--- src/hw/rtl/rtcm3fp_pkg.sv ---
// Shared constants and the CRC-24Q byte update for the RTCM3 frame parser.
package rtcm3fp_pkg;

  // Configuration register indexes
  localparam logic [1:0] CfgPreamble   = 2'd0;
  localparam logic [1:0] CfgMaxPayload = 2'd1;

  // Register reset values
  localparam logic [7:0] PreambleReset   = 8'hD3;
  localparam logic [9:0] MaxPayloadReset = 10'h3FF;

  // CRC-24Q generator, including the x^24 term
  localparam logic [24:0] Crc24qPoly = 25'h1864CFB;

  // Number of CRC bytes that close a frame
  localparam logic [10:0] CrcBytes = 11'd3;

  // One byte of CRC-24Q, MSB first, eight shift/xor steps
  function automatic logic [23:0] crc24q_byte(input logic [23:0] crc, input logic [7:0] b);
    logic [24:0] c;
    c = {1'b0, crc ^ {b, 16'h0000}};
    for (int k = 0; k < 8; k++) begin
      c = {c[23:0], 1'b0};
      if (c[24]) begin
        c = c ^ Crc24qPoly;
      end
    end
    return c[23:0];
  endfunction

endpackage

--- src/hw/rtl/rtcm3_frame_parser_unit.sv ---
// RTCM3 byte-serial frame parser with on-the-fly CRC-24Q check.
//
// Usage:
//   Input channel: one received byte per item on data_byte_i, handed over
//   when in_valid_i is high and in_stall_o is low.
//   Output channel: exactly one result item per input byte, taken when
//   out_valid_o is high and out_stall_i is low. frame_done_o marks the last
//   CRC byte of a frame, with crc_ok_o, message_id_o and payload_length_o;
//   length_error_o marks a header whose length is zero or above max_payload.
//   Configuration: cfg_we_i writes cfg_data_i into register cfg_index_i
//   (0 = preamble value, 1 = max payload); other indexes are ignored.
// Timing:
//   A byte goes into an input register, then the framing state and CRC are
//   updated and the result lands in the output register. One byte per cycle
//   is sustained while the output is not stalled; the byte-wise CRC update
//   plus the length compare set the path.
//   While the output is stalled one more byte is buffered, then in_stall_o
//   rises.
// Reset: the parser hunts for the preamble, both channels are empty and the
//   registers return to 0xD3 and 1023.
module rtcm3_frame_parser_unit (
  input  logic        clk_i,
  input  logic        rst_ni,
  // Configuration write port
  input  logic        cfg_we_i,
  input  logic [1:0]  cfg_index_i,
  input  logic [9:0]  cfg_data_i,
  // Input channel
  input  logic        in_valid_i,
  output logic        in_stall_o,
  input  logic [7:0]  data_byte_i,
  // Output channel
  output logic        out_valid_o,
  input  logic        out_stall_i,
  output logic        frame_done_o,
  output logic        crc_ok_o,
  output logic [11:0] message_id_o,
  output logic [9:0]  payload_length_o,
  output logic        length_error_o
);

  // Phase codes
  localparam logic [1:0] PhHunt    = 2'd0;
  localparam logic [1:0] PhLength  = 2'd1;
  localparam logic [1:0] PhPayload = 2'd2;
  localparam logic [1:0] PhCrc     = 2'd3;

  // Configuration registers
  logic [7:0] preamble_q;
  logic [9:0] max_payload_q;

  always_ff @(posedge clk_i or negedge rst_ni) begin
    if (!rst_ni) begin
      preamble_q    <= rtcm3fp_pkg::PreambleReset;
      max_payload_q <= rtcm3fp_pkg::MaxPayloadReset;
    end else if (cfg_we_i) begin
      unique case (cfg_index_i)
        rtcm3fp_pkg::CfgPreamble:   preamble_q    <= cfg_data_i[7:0];
        rtcm3fp_pkg::CfgMaxPayload: max_payload_q <= cfg_data_i;
        default: ;
      endcase
    end
  end

  // Handshake: input register feeds the result register
  logic       in_valid_q;
  logic [7:0] byte_q;
  logic       out_valid_q;
  logic       advance;
  logic       in_accept;

  assign advance    = in_valid_q && (!out_valid_q || !out_stall_i);
  assign in_stall_o = in_valid_q && !advance;
  assign in_accept  = in_valid_i && !in_stall_o;

  always_ff @(posedge clk_i or negedge rst_ni) begin
    if (!rst_ni) begin
      in_valid_q <= 1'b0;
    end else if (in_accept) begin
      in_valid_q <= 1'b1;
    end else if (advance) begin
      in_valid_q <= 1'b0;
    end
  end

  always_ff @(posedge clk_i) begin
    if (in_accept) begin
      byte_q <= data_byte_i;
    end
  end

  // Framing state
  logic [1:0]  phase_q, phase_d;
  logic [9:0]  pos_q, pos_d;
  logic [1:0]  len_hi_q, len_hi_d;
  logic [9:0]  frame_len_q, frame_len_d;
  logic [23:0] crc_q, crc_d;
  logic [23:0] crc_rx_q, crc_rx_d;
  logic [11:0] id_q, id_d;

  // Result of the current byte
  logic        done_d, ok_d, lerr_d;
  logic [11:0] mid_d;
  logic [9:0]  plen_d;

  logic [23:0] crc_upd;
  logic [10:0] pos_inc;
  logic [9:0]  hdr_len;

  assign crc_upd = rtcm3fp_pkg::crc24q_byte(crc_q, byte_q);
  assign pos_inc = {1'b0, pos_q} + 11'd1;
  assign hdr_len = {len_hi_q, byte_q};

  // Next state and result for one byte
  always_comb begin
    phase_d     = phase_q;
    pos_d       = pos_q;
    len_hi_d    = len_hi_q;
    frame_len_d = frame_len_q;
    crc_d       = crc_q;
    crc_rx_d    = crc_rx_q;
    id_d        = id_q;
    done_d      = 1'b0;
    ok_d        = 1'b0;
    lerr_d      = 1'b0;
    mid_d       = '0;
    plen_d      = '0;
    unique case (phase_q)
      PhHunt: begin
        if (byte_q == preamble_q) begin
          crc_d   = rtcm3fp_pkg::crc24q_byte(24'h000000, byte_q);
          pos_d   = '0;
          phase_d = PhLength;
        end
      end
      PhLength: begin
        crc_d = crc_upd;
        if (pos_q == '0) begin
          len_hi_d = byte_q[1:0];
          pos_d    = 10'd1;
        end else begin
          pos_d = '0;
          if (hdr_len == '0 || hdr_len > max_payload_q) begin
            lerr_d  = 1'b1;
            phase_d = PhHunt;
          end else begin
            frame_len_d = hdr_len;
            id_d        = '0;
            phase_d     = PhPayload;
          end
        end
      end
      PhPayload: begin
        crc_d = crc_upd;
        if (pos_q == 10'd0) begin
          id_d = {byte_q, 4'h0};
        end else if (pos_q == 10'd1) begin
          id_d = {id_q[11:4], byte_q[7:4]};
        end
        pos_d = pos_inc[9:0];
        if (pos_inc >= {1'b0, frame_len_q}) begin
          pos_d    = '0;
          crc_rx_d = '0;
          phase_d  = PhCrc;
        end
      end
      PhCrc: begin
        crc_rx_d = {crc_rx_q[15:0], byte_q};
        pos_d    = pos_inc[9:0];
        if (pos_inc >= rtcm3fp_pkg::CrcBytes) begin
          done_d  = 1'b1;
          ok_d    = (crc_q == crc_rx_d);
          mid_d   = (frame_len_q >= 10'd2) ? id_q : 12'h000;
          plen_d  = frame_len_q;
          pos_d   = '0;
          phase_d = PhHunt;
        end
      end
      default: ;
    endcase
  end

  always_ff @(posedge clk_i or negedge rst_ni) begin
    if (!rst_ni) begin
      phase_q     <= PhHunt;
      pos_q       <= '0;
      len_hi_q    <= '0;
      frame_len_q <= '0;
      crc_q       <= '0;
      crc_rx_q    <= '0;
      id_q        <= '0;
    end else if (advance) begin
      phase_q     <= phase_d;
      pos_q       <= pos_d;
      len_hi_q    <= len_hi_d;
      frame_len_q <= frame_len_d;
      crc_q       <= crc_d;
      crc_rx_q    <= crc_rx_d;
      id_q        <= id_d;
    end
  end

  // Result register
  always_ff @(posedge clk_i or negedge rst_ni) begin
    if (!rst_ni) begin
      out_valid_q <= 1'b0;
    end else if (advance) begin
      out_valid_q <= 1'b1;
    end else if (!out_stall_i) begin
      out_valid_q <= 1'b0;
    end
  end

  logic        frame_done_q, crc_ok_q, length_error_q;
  logic [11:0] message_id_q;
  logic [9:0]  payload_length_q;

  always_ff @(posedge clk_i) begin
    if (advance) begin
      frame_done_q     <= done_d;
      crc_ok_q         <= ok_d;
      message_id_q     <= mid_d;
      payload_length_q <= plen_d;
      length_error_q   <= lerr_d;
    end
  end

  assign out_valid_o      = out_valid_q;
  assign frame_done_o     = frame_done_q;
  assign crc_ok_o         = crc_ok_q;
  assign message_id_o     = message_id_q;
  assign payload_length_o = payload_length_q;
  assign length_error_o   = length_error_q;

`ifndef NO_ASSERTIONS
  // A result is either a frame end or a header reject, never both
  assert property (@(posedge clk_i) disable iff (!rst_ni)
    out_valid_q |-> !(frame_done_q && length_error_q))
    else $error("frame_done and length_error together");

  // Frame fields stay zero unless a frame completes
  assert property (@(posedge clk_i) disable iff (!rst_ni)
    (out_valid_q && !frame_done_q) |->
      (!crc_ok_q && message_id_q == '0 && payload_length_q == '0))
    else $error("frame fields set without frame_done");

  // Payload counting never reaches the frame length
  assert property (@(posedge clk_i) disable iff (!rst_ni)
    (phase_q == PhPayload) |-> (frame_len_q != '0 && pos_q < frame_len_q))
    else $error("payload position out of range");

  // CRC byte count stays below three
  assert property (@(posedge clk_i) disable iff (!rst_ni)
    (phase_q == PhCrc) |-> (pos_q < 10'd3))
    else $error("CRC byte position out of range");

  // Framing state only moves when a byte is processed
  assert property (@(posedge clk_i) disable iff (!rst_ni)
    !advance |=> $stable(phase_q) && $stable(crc_q))
    else $error("state changed without a byte");
`endif

endmodule
--- config.mk ---
export PLATFORM = sky130hd
export DESIGN_NAME = rtcm3_frame_parser_unit
export DESIGN_NICKNAME = d
export VERILOG_FILES = /design/src/hw/rtl/rtcm3fp_pkg.sv /design/src/hw/rtl/rtcm3_frame_parser_unit.sv
export SDC_FILE = /design/constraint.sdc
export NUM_CORES = 1
export LEC_CHECK = 0
export BUFFER_PORTS_ARGS = -buffer_cell sky130_fd_sc_hd__clkbuf_2
export CORE_ASPECT_RATIO = 2
export CORE_MARGIN = 8
export CORE_UTILIZATION = 30
export CTS_CLUSTER_DIAMETER = 40
export CTS_CLUSTER_SIZE = 12
export DETAILED_ROUTE_END_ITERATION = 8
export PLACE_DENSITY = 0.48
export SLEW_MARGIN = 30
export SYNTH_ARGS = -nofsm -noshare
export SYNTH_HDL_FRONTEND = slang
export SYNTH_SLANG_ARGS = --single-unit
--- constraint.sdc ---
create_clock -name clk_i -period 7.3 [get_ports clk_i]
set_input_delay 0.365 -clock clk_i [delete_from_list [all_inputs] [get_ports clk_i]]
set_output_delay 0.365 -clock clk_i [all_outputs]
set_load 0.02 [all_outputs]
# Word-level counts from Yosys, hierarchy flattened
# Cells that the tools add are included.
[classes]
bitwise = 20
n_reduce_logical = 31
mul = 0
n_shift = 0
addsub = 1
order_cmp = 4
n_mux = 56
eq_ne = 15
div_mod_pow = 0
[ops]
columns = ["op", "count"]
rows = [
  ["24-bit two-way mux", 31],
  ["13-bit inverter", 16],
  ["24-bit case mux with 2 select lines", 1],
  ["10-bit case mux with 4 select lines", 1],
  ["12-bit two-way mux", 3],
  ["16-bit case mux with 2 select lines", 1],
  ["10-bit two-way mux", 3],
  ["24-bit == test", 1],
  ["12-bit case mux with 2 select lines", 1],
  ["24-bit bitwise XOR", 1],
  ["10-bit zero test", 2],
  ["16-bit two-way mux", 1],
  ["5-bit AND reduction", 3],
  ["2-bit != test (second input constant)", 6],
  ["3-bit AND reduction", 4],
  ["10-bit by 1-bit adder with 11-bit output (second input constant)", 1],
  ["11-bit by 10-bit >= comparator with 1-bit output", 1],
  ["11-bit by 2-bit >= comparator with 1-bit output (second input constant)", 1],
  ["10-bit by 1-bit == test with 1-bit output (second input constant)", 1],
  ["10-bit by 2-bit >= comparator with 1-bit output (second input constant)", 1],
  ["10-bit greater-than comparator", 1],
  ["2-bit two-way mux", 5],
  ["8-bit == test", 1],
  ["2-bit case mux with 4 select lines", 1],
  ["15 further kinds", 39],
]
[word_totals]
wordCells = 145
regBits = 129
inputBits = 25
latch_bits = 0
memories = 0
mem_bits_ro = 0
output_inout_bits = 27
ram_bits = 0

# Longest topological paths before layout
[logic_depth]
word_depth = 32
mapped_depth = 14
depth_no_buf = 12

# Worst setup path after synthesis
# No wires, ideal clock.
[synth_path]
path_type = "flip-flop to flip-flop"
start = "register pos_q[4]"
end = "register crc_rx_q[6]"
path_buffers = 3
arrival_time_ns = 2.832
setup_time_ns = 0.121
slack_ns = 4.347
stages_incl_launch_ff = 15
synth_period_minus_slack_ns = 2.953
t_required_ns = 7.179
cell_sequence = "dfrtp_1 > buf_2 > nand3_2 > or3_1 > nor2_1 > xor2_1 > ha_1 > nand2b_1 > o21ai_1 > a221oi_1 > o21ai_2 > and3_1 > buf_2 > buf_2 > a22o_1"
[synth_via]
elab_chain_cells = 4
[synth_lines]
columns = ["item", "line", "source"]
rows = [
  ["start, declared", "rtcm3_frame_parser_unit.sv:94", "logic [9:0] pos_q, pos_d;"],
  ["start signal, assigned", "rtcm3_frame_parser_unit.sv:194", "pos_q <= pos_d;"],
  ["10-bit by 1-bit adder with 11-bit output", "rtcm3_frame_parser_unit.sv:111", "assign pos_inc = {1'b0, pos_q} + 11'd1;"],
  ["11-bit by 10-bit >= comparator with 1-bit output", "rtcm3_frame_parser_unit.sv:161", "if (pos_inc >= {1'b0, frame_len_q}) begin"],
  ["2-bit != test (no line)", "--", ""],
  ["3-bit AND reduction (no line)", "--", ""],
  ["end signal, assigned", "rtcm3_frame_parser_unit.sv:198", "crc_rx_q <= crc_rx_d;"],
  ["end, declared", "rtcm3_frame_parser_unit.sv:98", "logic [23:0] crc_rx_q, crc_rx_d;"],
]
# Every way passes these cells.
# A chain may end at the register's enable or synchronous reset.

# Worst setup path in the final report
[layout_path]
start = "register byte_q[7]"
end = "register crc_q[23]"
[layout_via]
elab_chain_cells = 26
elab_cells_between_ends = 46
classes_between = "2 x eq/ne; 32 x mux; 11 x bitwise; 1 x reduce/logical"
[layout_lines]
columns = ["item", "line", "source"]
rows = [
  ["start, declared", "rtcm3_frame_parser_unit.sv:67", "logic [7:0] byte_q;"],
  ["start signal, assigned", "rtcm3_frame_parser_unit.sv:88", "byte_q <= data_byte_i;"],
  ["24-bit two-way mux", "rtcm3fp_pkg.sv:24", "if (c[24]) begin"],
  ["24-bit two-way mux", "rtcm3_frame_parser_unit.sv:130", "if (byte_q == preamble_q) begin"],
  ["24-bit two-way mux", "rtcm3_frame_parser_unit.sv:128", "unique case (phase_q)"],
  ["24-bit two-way mux / 13-bit inverter (equally long branches)", "--", ""],
  ["24-bit two-way mux (on tied branches)", "rtcm3_frame_parser_unit.sv:130, rtcm3fp_pkg.sv:24", ""],
  ["24-bit two-way mux (on tied branches)", "rtcm3_frame_parser_unit.sv:128, rtcm3_frame_parser_unit.sv:130", ""],
  ["13-bit inverter (no line) / 24-bit two-way mux (equally long branches)", "--", ""],
  ["24-bit two-way mux", "rtcm3fp_pkg.sv:24", ""],
  ["(+10 left out)", "--", ""],
  ["24-bit two-way mux", "rtcm3_frame_parser_unit.sv:128", ""],
  ["24-bit two-way mux / 13-bit inverter (equally long branches)", "--", ""],
  ["24-bit two-way mux (on tied branches)", "rtcm3_frame_parser_unit.sv:130, rtcm3fp_pkg.sv:24", ""],
  ["24-bit two-way mux (on tied branches)", "rtcm3_frame_parser_unit.sv:128, rtcm3_frame_parser_unit.sv:130", ""],
  ["13-bit inverter (no line) / 24-bit two-way mux (equally long branches)", "--", ""],
  ["24-bit two-way mux", "rtcm3fp_pkg.sv:24", ""],
  ["24-bit two-way mux", "rtcm3_frame_parser_unit.sv:130", ""],
  ["24-bit case mux with 2 select lines", "rtcm3_frame_parser_unit.sv:128", ""],
  ["end signal, assigned", "rtcm3_frame_parser_unit.sv:197", "crc_q <= crc_d;"],
  ["end, declared", "rtcm3_frame_parser_unit.sv:97", "logic [23:0] crc_q, crc_d;"],
]
# Several ways; a longest one is shown, not always the timed one. The select of a mux whose other input is x is not followed.

==> out/qor.yml <==
syn_to_final_growth_pct: 15.7
cts_tree: "built"
wl_per_cell_um: 18.9
worst_setup_hold_path_clk_slew_ns: 0.06
clk_latency_ns: 0.44
slew_violations: 0
hold_viol: 0
drc: 0
core-area_sq_um: 24900
ys_ff_latch: 129
netlist.area_leader.share_pct: 26.8
setup-tns-final_ns: 0
yosysWarnings: 0
syn_area_per_cell_sq_um: 10.7
ant_nets: 0
rsz0062_at_grt: "false"
hp-class: "in -> reg"
htreeDepth: 4
max_slew_margin_pct: 38.1
crit_fanout: 10
post_cts_buffers: 0
max_freq_mhz: 265
place_hpwl_um: 15500
ys_dominant_reg_cell: "dfrtp_1"
avgViaCountPerCell: 4.70
r2r_setup_slack_ns: 3.52
initial_core_util_pct: 30.4
clock-root-buffer: "clkbuf_16"
fp.dieH_um: 241
grt_max_degree: 64
die-width_um: 128
yosysTopAreaCell: "dfrtp_1"
dr.pass1.iters: 4
finalClockSkew_ns: 0.0100
syn_inst: 710
clock_path_buffers: 2
critPathKind: "reg -> reg"
gp_congestion: 0.824
die_area_sq_um: 30900
required_ns: 7.66
power_density_nw_per_um2: 480
yosysSeqAreaShare_pct: 45.0
finalSetupViolCount: 0
ctsResizeCount: 0
vias: 5151
ir_worst_vdd_v: 0.000204
port_buffers: 51
multi_input_area_sq_um: 3850
syn-cell-area_sq_um: 7580
start_kind: "register"
antennaDiodeCount: 0
dp.cells: 1062
synth.area.top_cells: "dfrtp_1, edfxtp_1, xnor2_1, dfstp_2, ha_1"
grt_pass1_wl_um: 32300
end_kind: "register"
drt_iter0_markers: 173
synth.distinct_cells: 62
final-instance-count-excl-fill: 1096
seq_area_sq_um: 3410
synth_edf_count: 33
cts_made_buffers: 17
io-pin-count: 52
drive_above_1_share_pct: 20.3
worst_pin_slew_ns: 0.929
fill_cells: 2534
maxCapViolations: 0
critPathArrivalTime_ns: 4.14
drt-total-wl_um: 20700
grt_pass1_vias: 5506
nNetsFinal: 799
fin_crit_sh_pct: 51.7
leakage_nw: 3.69
min_period_ns: 3.78
rows: 82
async_reset_ff_share_pct: 74.4
syn_nets: 762
grt_usage_pct: 14.2
grt_antenna_before_repair: 0
cts_sinks: 129
grt_remaining_overflow: 0
status: "finished clean"
-- metal layers --
| metal | GRT usage [%] | vias to the layer above | wire length, um |
|---|---|---|---|
| met5 | 0 | - | 0 |
| met4 | 7.65 | 0 | 752 |
| met3 | 2.30 | 38 | 401 |
| met2 | 27.6 | 75 | 12000 |
| met1 | 13.7 | 2529 | 7510 |
| li1 | - | 2509 | - |
-- state kept, by name, summed over array words and instances (netlist names), 10 cells and up, named ones only --
register          flops
id_q                 12
payload_length_o     10
crc_rx_q             16
message_id_o         12
frame_len_q          10
crc_q                24
max_payload_q        10
pos_q                10
-- metrics by stage --
stage / cell area (sq um) / total power [W] / hold WS, ns / setup slack (ns) / util, %
2_1_floorplan: 7580 / 0.00284 / 0.0694 / 4.35 / -
3_3_place_gp: 8100 / 0.00330 / 0.366 / 3.46 / 32.5
3_5_place_dp: 8100 / 0.00331 / 0.357 / 3.45 / 32.5
4_1_cts: 8730 / 0.00424 / 0.0850 / 3.44 / 35.0
5_1_grt: 8760 / 0.00449 / 0.0887 / 3.31 / 35.1
6_report: 8760 / 0.00420 / 0.102 / 3.52 / 35.1
-- power breakdown --
group	leakage [nW]	switching [W]	internal (W)
combinational	1.87	0.00109	0.000940
clock	0.292	0.000329	0.000587
sequential	1.52	0.000280	0.000974
total	3.69	0.00170	0.00250
-- layout make-up --
class	count	area share (%)
clock inverters	10	1.81
inverters	30	1.29
repair buffers	59	3.88
well taps	336	4.80
multi-input cells	510	44.0
flip-flops and latches	129	38.9
clock buffers	22	5.30
-- worst max-delay path, stage by stage (launching register included) --
cell and delay (ns):
edfxtp_1 0.81, clkinv_1 0.54, ha_1 0.61, xor2_4 0.29, xnor2_4 0.14, xnor2_4 0.17
xnor2_2 0.30, xnor2_2 0.15, nand2_2 0.16, nor3_1 0.06, a211o_1 0.31, nor3b_2 0.16
-- cell usage after synthesis, drive strengths merged, types with 12 or more instances --
cell	instances
a21oi	20
a22o	21
and2	16
and3	13
buf	24
clkbuf	17
dfrtp	81
dfstp	15
edfxtp	33
ha	27
inv	29
mux2	29
nand2	78
nand4	12
nor2	30
o21ai	42
xnor2	101
xor2	34
-- final timing paths --
check,from,end,cells after the start
max,byte_q[7],crc_q[23],11
min in group asynchronous,rst_ni,preamble_q[2],2
max reg2reg,byte_q[7],crc_q[23],11
min,data_byte_i[5],byte_q[5],1
min reg2reg,id_q[1],id_q[1],1
max in group asynchronous,rst_ni,max_payload_q[9],4
-- logic make-up after synthesis --
| logic type | synth area share, % |
|---|---|
| buffers and inverters | 4.16 |
| XOR/XNOR | 18.3 |
| flip-flops | 45.0 |
| adder cells (fa/ha/maj) | 4.46 |
| AO/OA/AOI/OAI | 10.3 |
| multiplexers | 4.57 |
| AND/OR/NAND/NOR | 13.1 |
-- layout by cell type, fill, tap and decap left out, drive strengths merged, types with 2 or more instances in the layout --
master / instances
nor3b: 3
mux2: 29
nand2b: 7
clkinv: 4
nor4: 7
a22o: 21
dfrtp: 81
o31ai: 3
and2: 16
nor2: 30
and3: 13
a211o: 2
clkinvlp: 3
edfxtp: 33
xnor2: 101
dfstp: 15
buf: 8
or2: 3
bufinv: 4
clkbuf: 72
nand2: 78
o21a: 4
nand4: 12
a21o: 4
ha: 27
nand3: 11
nor2b: 2
o21ai: 42
or3: 3
a21oi: 20
a31oi: 2
inv: 29
a2bb2oi: 8
o211ai: 3
mux2i: 2
nor3: 10
xor2: 34
a211oi: 4
-- repair_timing --
item,4_1_cts,5_1_grt
hold buffers,1,0
setup endpoints to repair,0,0
hold endpoints to repair,32,0
Note: power is estimated with default switching activity, not from simulation.
